[src/design/ensm_pkg.sv]
package ensm_pkg;

	// Frame geometry
	localparam int MAX_WIDTH  = 1024;
	localparam int MAX_HEIGHT = 1024;
	localparam int COL_BITS   = $clog2(MAX_WIDTH);
	localparam int ROW_BITS   = $clog2(MAX_HEIGHT);
	localparam int DIM_BITS   = 11;

	// Field widths
	localparam int MAG_BITS  = 16;
	localparam int GRAD_BITS = 16;

	// Configuration port
	localparam int CFG_IDX_BITS  = 2;
	localparam int CFG_DATA_BITS = DIM_BITS;
	localparam logic [CFG_IDX_BITS-1:0] CFG_FRAME_WIDTH  = 2'd0;
	localparam logic [CFG_IDX_BITS-1:0] CFG_FRAME_HEIGHT = 2'd1;
	localparam logic [DIM_BITS-1:0]     DIM_MIN          = 11'd3;
	localparam logic [DIM_BITS-1:0]     WIDTH_MAX        = DIM_BITS'(MAX_WIDTH);
	localparam logic [DIM_BITS-1:0]     HEIGHT_MAX       = DIM_BITS'(MAX_HEIGHT);

	// Direction binning: tan 22.5 and tan 67.5 degrees in Q16
	localparam int TAN_LO_Q16 = 27146;
	localparam int TAN_HI_Q16 = 158218;
	localparam int FRAC_BITS  = 16;
	localparam int X_BITS     = GRAD_BITS;
	localparam int Y_BITS     = GRAD_BITS + 1;
	localparam int P1_BITS    = X_BITS + 15;
	localparam int P2_BITS    = X_BITS + 18;
	localparam int CMP_BITS   = P2_BITS + 2;

	typedef enum logic [1:0] {
		DIR_HORZ,
		DIR_MAIN,
		DIR_ANTI,
		DIR_VERT
	} dir_t;

	typedef struct packed {
		logic signed [GRAD_BITS-1:0] grad_x;
		logic signed [GRAD_BITS-1:0] grad_y;
		logic [MAG_BITS-1:0]         magnitude;
	} in_t;

	typedef struct packed {
		logic [ROW_BITS-1:0] out_row;
		logic [COL_BITS-1:0] out_col;
		logic                is_peak;
		logic                last_of_frame;
	} out_t;

	// One line buffer word: two magnitude rows and the previous row's gradients
	typedef struct packed {
		logic [MAG_BITS-1:0]         top;
		logic [MAG_BITS-1:0]         mid;
		logic signed [GRAD_BITS-1:0] gx;
		logic signed [GRAD_BITS-1:0] gy;
	} mem_word_t;

	// Stage-one control handed to the judging logic
	typedef struct packed {
		logic                advance;
		logic                produce;
		logic                last;
		logic [ROW_BITS-1:0] row;
		logic [COL_BITS-1:0] col;
	} s1_ctl_t;

	// Pre-multiplied gradient terms for direction binning
	typedef struct packed {
		logic                       gx_zero;
		logic                       gy_zero;
		logic signed [Y_BITS-1:0]   y;
		logic [P1_BITS-1:0]         p1;
		logic [P2_BITS-1:0]         p2;
	} dir_prep_t;

endpackage

[src/design/ensm_judge.sv]
module ensm_judge (
	input  logic                  clk,
	input  logic                  arst_n,
	input  ensm_pkg::s1_ctl_t     ctl,
	input  ensm_pkg::in_t         pix,
	input  ensm_pkg::mem_word_t   rd,
	input  logic                  out_stall,
	output logic                  out_valid,
	output ensm_pkg::out_t        out_data
);

	logic [ensm_pkg::MAG_BITS-1:0]       win_q [6];
	ensm_pkg::dir_prep_t                 dir_q;
	ensm_pkg::dir_prep_t                 prep;
	logic [ensm_pkg::X_BITS-1:0]         x_abs;
	logic signed [ensm_pkg::Y_BITS-1:0]  y_ext;
	logic signed [ensm_pkg::CMP_BITS-1:0] a_v;
	logic signed [ensm_pkg::CMP_BITS-1:0] p1_v;
	logic signed [ensm_pkg::CMP_BITS-1:0] p2_v;
	ensm_pkg::dir_t                      bin;
	logic [ensm_pkg::MAG_BITS-1:0]       n1;
	logic [ensm_pkg::MAG_BITS-1:0]       n2;
	logic                                peak;
	logic                                out_valid_q;
	ensm_pkg::out_t                      out_q;

	// Fold the sign of gx into gy and scale |gx| by both tangents
	always_comb begin
		y_ext = {rd.gy[ensm_pkg::GRAD_BITS-1], rd.gy};
		if (rd.gx[ensm_pkg::GRAD_BITS-1]) begin
			x_abs  = ensm_pkg::X_BITS'(~rd.gx + 1'b1);
			prep.y = -y_ext;
		end else begin
			x_abs  = ensm_pkg::X_BITS'(rd.gx);
			prep.y = y_ext;
		end
		prep.gx_zero = (rd.gx == '0);
		prep.gy_zero = (rd.gy == '0);
		prep.p1 = ensm_pkg::P1_BITS'(x_abs) * ensm_pkg::P1_BITS'(ensm_pkg::TAN_LO_Q16);
		prep.p2 = ensm_pkg::P2_BITS'(x_abs) * ensm_pkg::P2_BITS'(ensm_pkg::TAN_HI_Q16);
	end

	// Shift the 3x3 window and the direction terms by one column
	always_ff @(posedge clk) begin
		if (ctl.advance) begin
			win_q[3] <= win_q[0];
			win_q[4] <= win_q[1];
			win_q[5] <= win_q[2];
			win_q[0] <= rd.top;
			win_q[1] <= rd.mid;
			win_q[2] <= pix.magnitude;
			dir_q    <= prep;
		end
	end

	// Bin the center pixel's gradient direction
	always_comb begin
		a_v  = {{(ensm_pkg::CMP_BITS - ensm_pkg::Y_BITS - ensm_pkg::FRAC_BITS){dir_q.y[ensm_pkg::Y_BITS-1]}},
			dir_q.y, {ensm_pkg::FRAC_BITS{1'b0}}};
		p1_v = $signed({{(ensm_pkg::CMP_BITS - ensm_pkg::P1_BITS){1'b0}}, dir_q.p1});
		p2_v = $signed({{(ensm_pkg::CMP_BITS - ensm_pkg::P2_BITS){1'b0}}, dir_q.p2});
		priority if (dir_q.gx_zero) begin
			bin = dir_q.gy_zero ? ensm_pkg::DIR_HORZ : ensm_pkg::DIR_VERT;
		end else if (a_v <= p1_v && a_v > -p1_v) begin
			bin = ensm_pkg::DIR_HORZ;
		end else if (a_v <= p2_v && a_v > p1_v) begin
			bin = ensm_pkg::DIR_MAIN;
		end else if (a_v <= -p1_v && a_v > -p2_v) begin
			bin = ensm_pkg::DIR_ANTI;
		end else begin
			bin = ensm_pkg::DIR_VERT;
		end
	end

	// Pick the two neighbors along the binned direction and compare
	always_comb begin
		unique case (bin)
			ensm_pkg::DIR_HORZ: begin
				n1 = win_q[4];
				n2 = rd.mid;
			end
			ensm_pkg::DIR_MAIN: begin
				n1 = win_q[3];
				n2 = pix.magnitude;
			end
			ensm_pkg::DIR_ANTI: begin
				n1 = win_q[5];
				n2 = rd.top;
			end
			default: begin
				n1 = win_q[0];
				n2 = win_q[2];
			end
		endcase
		peak = (win_q[1] > n1) && (win_q[1] > n2);
	end

	// Output register: load a result, drop it once transferred
	always_ff @(posedge clk or negedge arst_n) begin
		if (!arst_n) begin
			out_valid_q <= 1'b0;
		end else if (ctl.advance && ctl.produce) begin
			out_valid_q <= 1'b1;
		end else if (!out_stall) begin
			out_valid_q <= 1'b0;
		end
	end

	always_ff @(posedge clk) begin
		if (ctl.advance && ctl.produce) begin
			out_q.out_row       <= ctl.row - 1'b1;
			out_q.out_col       <= ctl.col - 1'b1;
			out_q.is_peak       <= peak;
			out_q.last_of_frame <= ctl.last;
		end
	end

	assign out_valid = out_valid_q;
	assign out_data  = out_q;

endmodule

[config.mk]
export PLATFORM = sky130hd
export DESIGN_NAME = ensm_judge
export DESIGN_NICKNAME = d
export VERILOG_FILES = /design/src/design/ensm_pkg.sv /design/src/design/ensm_judge.sv
export SDC_FILE = /design/constraint.sdc
export NUM_CORES = 1
export LEC_CHECK = 0
export BUFFER_PORTS_ARGS = -buffer_cell sky130_fd_sc_hd__buf_2
export CORE_MARGIN = 3
export CORE_UTILIZATION = 46
export DETAILED_ROUTE_END_ITERATION = 12
export GPL_ROUTABILITY_DRIVEN = 0
export PLACE_DENSITY = 0.71
export REMOVE_ABC_BUFFERS = 1
export SYNTH_ARGS = -nofsm -noshare
export SYNTH_HDL_FRONTEND = slang
export SYNTH_SLANG_ARGS = --single-unit
[constraint.sdc]
create_clock -name clk -period 10.8 [get_ports clk]
set_input_delay 0 -clock clk [delete_from_list [all_inputs] [get_ports clk]]
set_output_delay 0 -clock clk [all_outputs]
set_load 0.03 [all_outputs]
After elaboration in Yosys (flattened, before gate mapping) --
Memory sizes are Yosys's and may differ from the RTL's. Cells that the tools add are included.
Word-level totals: bits in registers 105, memory bits (writable) 96, input port bits 138, output and inout port bits 23, logic and storage cells 52, memories kept 1
Memories:
- win_q | depth 6, bits a word 16, rd ports 6, clocked after memory_dff 0, write ports 6, RTL line ensm_judge.sv:12 | logic [ensm_pkg::MAG_BITS-1:0] win_q [6];
Cells by class: $add $sub $neg 6, multiply operators 2, $lt $le $gt $ge 8, equality and inequality tests 3, multiplexer cells 13, bitwise operators 1, reduce and logical (&&, ||, !) cells 8
Operators with widths (count):
- one-hot mux 16 bit (3 select lines) | 2
- greater-than comparator 33 x 36 -> 1 bit | 2
- <= comparator 33 x 36 -> 1 bit | 1
- negator 31 -> 36 bit | 1
- negator 34 -> 36 bit | 1
- <= comparator 33 x 35 -> 1 bit | 1
- greater-than comparator 33 x 32 -> 1 bit | 1
- <= comparator 33 x 32 -> 1 bit | 1
- multiplier 16 x 17 -> 33 bit, second input constant | 1
- greater-than comparator 16 bit | 2
- logical NOT 16 bit | 2
- multiplier 16 x 14 -> 30 bit, second input constant | 1
- subtractor 10 x 1 -> 10 bit, second input constant | 2
- two-way mux 17 bit | 1
- negator 16 -> 17 bit | 1
- adder 16 x 1 -> 16 bit, second input constant | 1
- two-way mux 16 bit | 1
- inverter 16 bit | 1
- two-way mux 2 bit | 4
- logical AND 1 bit | 5
- two-way mux 1 bit | 5
- == test 2 x 1 -> 1 bit, second input constant | 1
- == test 2 bit, second input constant | 1
- logical NOT 2 bit | 1
- != test 2 x 1 -> 1 bit, second input constant | 1

Longest topological paths before layout --
Gate-level depths: netlist of run 1.
depth in word-level cells 11, depth in mapped cells 30

Worst setup path after synthesis of run 1 --
Ideal clock, no wire load.
path kind register -> register, start point reg dir_q[1] (netlist bit), end point reg out_q (netlist bit out_data[1]) (data pin), setup time 0.272 ns, arrival 6.087 ns, required time 10.528 ns, setup slack 4.441 ns, stages on the path, launching flop included 31, path buffers 2, cells stage by stage edfxtp_1 > inv_1 > ha_1 > or3b_1 > clkbuf_1 > or4b_2 > nor3_1 > nand2_1 > nor2_1 > xnor2_1 > ha_1 > a211o_1 > o211ai_1 > o211ai_1 > a21oi_1 > mux2i_1 > o21ai_2 > nor4b_4 > buf_6 > a221o_2 > a221oi_2 > ha_1 > a21o_1 > a21o_1 > a21o_1 > a21oi_1 > nor2b_1 > o21ai_0 > nand2b_1 > a221oi_1 > a2111oi_0
Between the ends: longest elaborated chain between the ends 11
RTL lines:
- start, declared | RTL line ensm_judge.sv:13 | ensm_pkg::dir_prep_t dir_q;
- start signal, assigned | RTL line ensm_judge.sv:52 | dir_q <= prep;
- negator 34 -> 36 bit | RTL line ensm_judge.sv:68 | end else if (a_v <= -p1_v && a_v > -p2_v) begin
- greater-than comparator 33 x 36 -> 1 bit | RTL line ensm_judge.sv:68
- logical AND 1 bit | RTL line ensm_judge.sv:68
- two-way mux 1 bit | RTL line ensm_judge.sv:68
- two-way mux 2 bit * | RTL line ensm_judge.sv:66 | end else if (a_v <= p2_v && a_v > p1_v) begin
- two-way mux 2 bit * | RTL line ensm_judge.sv:64 | end else if (a_v <= p1_v && a_v > -p1_v) begin
- two-way mux 2 bit * | RTL line ensm_judge.sv:62 | priority if (dir_q.gx_zero) begin
- == test 2 bit (tied with other cells) | RTL line ensm_judge.sv:77 | unique case (bin)
- one-hot mux 16 bit (3 select lines) | RTL line ensm_judge.sv:77
- greater-than comparator 16 bit | RTL line ensm_judge.sv:95 | peak = (win_q[1] > n1) && (win_q[1] > n2);
- logical AND 1 bit * | RTL line ensm_judge.sv:95
- via peak | RTL line ensm_judge.sv:23 | logic peak;
- end, declared | RTL line ensm_judge.sv:25 | ensm_pkg::out_t out_q;
The timed path passes the listed nets; every way through them passes the cells marked *. A chain may end at the register's enable or synchronous reset.

Worst setup path after layout of run 1 --
Same ends and word-level chain as after synthesis.

==> results of run 1 <==
layout make-up:
class	instances	area [um2]
clock buffers	18	429.2
clock inverters	14	133.9
fillers	3359	18360
inverters	213	799.5
multi-input cells	1273	11980
flip-flops and latches	196	5881
well taps	525	656.9
repair buffers	244	1765
registers in the layout (all words and copies together) (netlist names):
name	flops
a_v	17
win_q	96
out_valid	1
out_data	22
dir_q	60
cells in the final DEF, fill, tap and decap left out, drive strengths merged, types with 6 or more instances in the layout:
master,Yosys,layout
nand2b,12,12
nor3b,32,32
o21a,11,11
ha,333,333
and3,8,8
xor2,30,30
a21o,34,34
buf,10,145
nand2,81,81
mux2,30,30
fa,91,91
or3,11,11
a221o,32,32
mux2i,6,6
o31ai,9,9
a221oi,35,35
edfxtp,195,195
nor2,71,71
or4,7,7
a21oi,66,66
nor2b,10,10
inv,213,221
xnor2,104,104
clkbuf,18,18
o21bai,6,6
a31oi,12,12
o21ai,44,44
nand3,33,33
nor3,37,37
dlygate4sd3,0,99
nor4,31,31
nand4,29,29
per-layer routing:
layer | wire length (um) | GRT usage | part of all wire | vias to the layer above
met5 | 0 | 0 | 0 | -
li1 | - | - | - | 6755
met3 | 1793 | 0.02609 | 0.041 | 68
met2 | 21430 | 0.3559 | 0.49 | 379
met1 | 19620 | 0.2625 | 0.45 | 6591
met4 | 1138 | 0.06882 | 0.026 | 0
path summary, 6_finish.rpt:
| check | to | slack [ns] | cells past startpoint |
|---|---|---|---|
| setup / recovery | out_data[1] | 2.35 | 28 |
| hold / removal | out_data[3] | 0.04 | 4 |
| setup reg to reg | out_data[1] | 2.35 | 28 |
| hold reg to reg | win_q[5][13] | 0.48 | 0 |
| max in group asynchronous | out_valid | 10.32 | 3 |
| min in group asynchronous | out_valid | 0.38 | 3 |
timing repair:
item,4_1_cts,5_1_grt
hold buffers,99,0
endpoints found under the hold margin,89,0
resized for setup,0,0
setup endpoints to repair,0,0
worst reg2reg max path, delay by kind of cell, from the launching register on:
kind                     cells  cell delay, ns
XOR/XNOR                     1            0.09
buffers and inverters        2            0.43
adder cells (fa/ha/maj)      3            0.72
AND/OR/NAND/NOR             11            3.77
AO/OA/AOI/OAI               10            2.40
multiplexers                 1            0.21
flip-flops                   1            0.50
stage by stage:
step	cells	cell area, um2	total power, W	utilization	worst slack, ns
global route	2483	21640	0.006596	0.5410	1.811
floorplan	1682	18640	0.004286	-	1.485
finish	2483	21640	0.005989	0.5410	2.350
global placement	2352	20090	0.005187	0.5022	2.361
detailed placement	2352	20090	0.005297	0.5022	2.367
CTS	2483	21640	0.005982	0.5410	2.305
cells by family after synthesis:
kind of cell             after synthesis  synth area share
multiplexers                          36           0.02118
buffers and inverters                241           0.05043
XOR/XNOR                             134           0.06248
AND/OR/NAND/NOR                      391            0.1143
AO/OA/AOI/OAI                        288            0.1197
adder cells (fa/ha/maj)              424            0.3188
flip-flops                           196            0.3131
report_power, final:
part | leakage, nW | internal, W | switching, W
Combinational | 7.54 | 0.00175 | 0.00230
Sequential | 1.91 | 0.00119 | 0.000137
Clock | 0.276 | 0.000305 | 0.000303
Total | 9.73 | 0.00324 | 0.00274
==> key figures, run 1 <==
Logic synthesis
  – Synth area leaders: edfxtp_1 31%, ha_1 22%, fa_1 9.7%
  – Post-synth top area share: 0.3118
  – Cells after synthesis: roughly 1700
  – Post-synth EDFFs: just under 200
  – Ys flop type: edfxtp_1
  – Syn Area/Cell: between 10 and 15 um2
  – #FFs+latches synth: just under 200
  – Post-synth top area cell: edfxtp_1
  – Library cells used by synthesis: 76
  – Top-count cell post-synth: ha_1
  – FFs w/ async S/R, synth: 0.005102
  – Sequential share of the synthesized area: 0.3131
  – Mapped Area: about 0.019 mm2
  – Most instantiated cells after synthesis: 333 x ha_1, 213 x inv_1, 195 x edfxtp_1
  – Yosys warnings: 0

Die
  – # rows: 73
  – Die Y: between 200 and 250 um
  – I/O pins: 161
  – Core area: about 0.040 mm2
  – Die width: 208.1 um
  – Initial Util: 0.4695
  – DIE AREA: 0.04329 mm2

Worst setup path
  – Critical Path Sink Type: flip-flop
  – Launching element type of the critical path: flip-flop
  – Worst Path Buf+Inv: 2
  – Worst Setup SP: dir_q[1]
  – CP max FO: 25
  – CP max-delay cell: or4b_2
  – Crit Path Class: reg -> reg
  – Delay of the slowest critical-path stage: between 0.7 and 0.8 ns
  – Worst EP required: 10.92 ns
  – Worst r2r src: dir_q[1]
  – Critical path arrival: roughly 8.6 ns
  – CP top delay family: simple AND/OR/NAND/NOR gates
  – Critical Path Most Common Cell: o21a_1

Timing
  – RSZ-0062 raised after global routing: no
  – Clock skew: 0.008020 ns
  – Actual slew at the worst max-slew pin: roughly 1.0 ns
  – Max_slew headroom: 0.3267
  – TNS Setup: 0 ns
  – Crit share post-route: 0.7824
  – Hold slack: between 0.04 and 0.05 ns
  – Min cycle time layout: about 8.5 ns
  – Setup violations, final: 0
  – Fmax: around 0.12 GHz
  – Final hold violation count: 0
  – Final Max Slew Viols: 0

Clock network
  – Clock Path Buffers: 2
  – CTS Sinks: 196
  – H-Tree Depth: 4
  – Worst-Skew Late Latency: approximately 0.45 ns
  – Postcts setup bufs: 0
  – Num CTS Buffers: 17
  – CTS tree: yes
  – Root cell of the clock tree: clkbuf_16
  – Clock transition at path regs: ~0.07 ns

Run status
  – Outcome: finished, final reports clean

Layout
  – Fin nets: about 2500
  – Ant. Diodes: 0
  – Layout cells sized above 1: 0.1481
  – Layout Area Growth over Synthesis: 15.23%

Place
  – # port buffers: approximately 130
  – Hpwl dp: 33850 um

Detailed routing
  – Via density: between 5 and 6
  – Routed Antenna Nets: 0
  – Detailed Route Iter0 Violations: roughly 970
  – Vias: approximately 14000
  – Iteration count of the initial detailed-routing pass: 5
  – Routed wire length: approximately 44000 um
  – Wirelength per Cell: ~18 um
  – Post-route DRC: 0

Worst hold path
  – Hold_sp: ctl[1]
  – Hold Crit Class: in -> reg

GRT
  – Vias in the first global route: roughly 14000
  – All-Layer GR Usage: 0.2040
  – Largest net degree at the start of global routing: 97
  – First-pass GRT wire length: slightly above 70000 um
  – Remaining global-route overflow: 0
  – Initial antenna violation count: 0

Run
  – Max_cap viols: 0

Power and ir drop
  – Pwr per Cell Area: between 200 and 300 mW/mm2
  – Maximum vdd drop: 0.0002113 V
  – Leak: 9.731 nW
Power figures use the tool's default switching activity.
==> run 2: changes to the inputs <==
==> constraint.sdc (replaced) <==
create_clock -name clk -period 8.3 [get_ports clk]
set_input_delay 0 -clock clk [delete_from_list [all_inputs] [get_ports clk]]
set_output_delay 0 -clock clk [all_outputs]
set_load 0.03 [all_outputs]
==> run 2 against run 1 <==
Effect of this change: routed wire length grew 1.2%; clock skew grew 0.010 ns; maximum frequency grew 13%; first-iteration DRC count shrank 1.5%; sequential cell count is the same; critical path type unchanged; cell count grew 0.68%; sequential share of layout area shrank 0.25 points; worst hold slack lost 0.019 ns; largest power group unchanged.
==> key figures, run 2 (same netlist as run 1, synthesis figures left out) <==
Clock network
  – Num CTS Buffers: 17
  – Clock Path Buffers: 2
  – Worst-Skew Late Latency: ~0.45 ns
  – Clock transition at path regs: about 0.080 ns
  – H-Tree Depth: 4
  – Root cell of the clock tree: clkbuf_16
  – CTS tree: yes
  – Post-CTS resize count: 0
  – CTS Sinks: between 150 and 200

Layout
  – Max reg flops: 96
  – Layout Area Growth over Synthesis: 16.30%
  – Most frequent cells in the layout: 333 x ha_1, 213 x inv_1, 195 x edfxtp_1, 127 x buf_2, 103 x xnor2_1
  – Layout cells sized above 1: 0.1581
  – Non-filler cells, final: 2500
  – Design Area, Final: 0.02184 mm2
  – Fin nets: 2524
  – Commonest non-fill, non-tap cell in the layout: ha_1
  – Biggest register: win_q
  – Layout Utilization: 0.5460
  – Fillers: 3350

GRT
  – Largest net degree at the start of global routing: around 100
  – Initial antenna violation count: 0
  – Vias in the first global route: ~15000
  – All-Layer GR Usage: 0.2061
  – Remaining global-route overflow: 0
  – First-pass GRT wire length: between 70000 and 80000 um

Worst setup path
  – Delay of the slowest critical-path stage: between 0.7 and 0.8 ns
  – Crit Path Class: reg -> reg
  – CP max FO: 7
  – Internal reg-to-reg setup slack: around 0.85 ns
  – R2r endpoint: out_data[1]
  – Worst setup path endpoint: out_data[1]
  – Launching element type of the critical path: flip-flop
  – Critical Path Sink Type: flip-flop
  – Worst EP required: ~8.5 ns
  – R2R cell count: 29
  – CP max-delay cell: or4b_2
  – Worst r2r src: dir_q[1]
  – Worst Setup SP: dir_q[1]
  – Critical path arrival: 7.63 ns

Worst hold path
  – Hold Crit Class: in -> reg
  – Hold_sp: ctl[11]

Detailed routing
  – Post-route DRC: 0
  – Top routing layer used: met4
  – Wirelength per Cell: between 15 and 20 um
  – Routed Antenna Nets: 0
  – WL met2: between 20000 and 25000 um
  – Met3 routed WL: between 1500 and 2000 um
  – Detailed Route Iter0 Violations: approximately 950
  – Iteration count of the initial detailed-routing pass: 6
  – Routed wire length: approximately 45000 um
  – Via density: between 5 and 6
  – Vias: around 14000
  – Routed metal-1 wirelength: roughly 19000 um

Die
  – I/O pins: ~160
  – Die Y: about 210 um
  – Initial Util: 0.4695
  – Die width: between 200 and 250 um
  – Core area: between 0.04 and 0.05 mm2
  – # rows: 73
  – DIE AREA: ~0.043 mm2

Timing
  – Fmax: between 0.1 and 0.15 GHz
  – Crit share post-route: 0.8979
  – RSZ-0062 raised after global routing: no
  – Final Max Slew Viols: 0
  – Clock skew: ~0.018 ns
  – Final hold violation count: 0
  – Actual slew at the worst max-slew pin: ~1.1 ns
  – Hold slack: around 0.023 ns
  – Setup violations, final: 0
  – Max_slew headroom: 0.2637
  – Min cycle time layout: between 7 and 8 ns

Run status
  – Outcome: finished, final reports clean

Power and ir drop
  – Pwr per Cell Area: between 300 and 400 mW/mm2
  – Maximum vdd drop: approximately 0.00031 V
  – Total power: approximately 0.0080 W
  – Leak: approximately 9.9 nW

Place
  – Post-placement cell area: between 0.02 and 0.025 mm2
  – Hpwl dp: 34380 um
  – # port buffers: between 100 and 150
  – # placed instances: ~2400

Run
  – Max_cap viols: 0
-- run 2: cell types whose count changed in the layout (fill, tap and decap cells not counted), moves of 2 or more --
cell / delta
buf_4: +22
bufinv_16: +4
dlygate4sd3_1: -5
inv_6: -2
-- run 2: worst max-delay path, delay by kind of cell (launching register included) --
family	cells	cell delay (ns)
compound gates	10	1.75
xor+xnor	1	0.08
fa+ha+maj	3	0.80
buf+inv	3	0.46
flops	1	0.49
mux	1	0.18
simple gates	11	3.41
-- run 2: repair_timing --
| action | in CTS | in global routing |
|---|---|---|
| hold buffers | 94 | 0 |
| buffers inserted | 0 | 4 |
| hold endpoints to repair | 88 | 0 |
| setup endpoints to repair | 0 | 1 |
-- run 2: metal layers --
layer,track usage,vias to the layer above
met4,0.07998,0
li1,-,6794
met1,0.2632,6789
met5,0,-
met3,0.02805,94
met2,0.3556,394
-- run 2: area by class of cell --
cell class                 count  area (um2)  area share
timing repair buffer         261        1881     0.08609
clock buffer                  17       425.4     0.01947
sequential                   196        5881      0.2692
inverter                     213       799.5     0.03660
multi-input combinational   1273       11980      0.5484
tap                          525       656.9     0.03007
clock inverter                14       220.2     0.01008
antenna                        1       2.502   0.0001146
-- run 2: power breakdown --
group	total, W	switching, W	leakage, nW	internal (W)
logic	0.00535	0.00305	7.64	0.00230
clock network	0.000898	0.000384	0.312	0.000513
registers	0.00173	0.000180	1.91	0.00155
total	0.00798	0.00362	9.86	0.00436
-- run 2: worst min path at each step --
stage	to	slack [ns]	cells past startpoint
after global routing	out_data[17]	0.03	3
after floorplan	out_valid	-0.30	0
after detailed placement	out_valid	-0.22	1
final	out_data[17]	0.02	3
after global placement	out_valid	-0.23	1
after CTS	out_data[17]	0.006	3
-- run 2: metrics by stage --
step | setup WS, ns | setup TNS [ns]
floorplan | -1.015 | -1.015
global placement | 0.5934 | 0
detailed placement | 0.5092 | 0
CTS | 0.4720 | 0
global route | 0.1610 | 0
finish | 0.8473 | 0
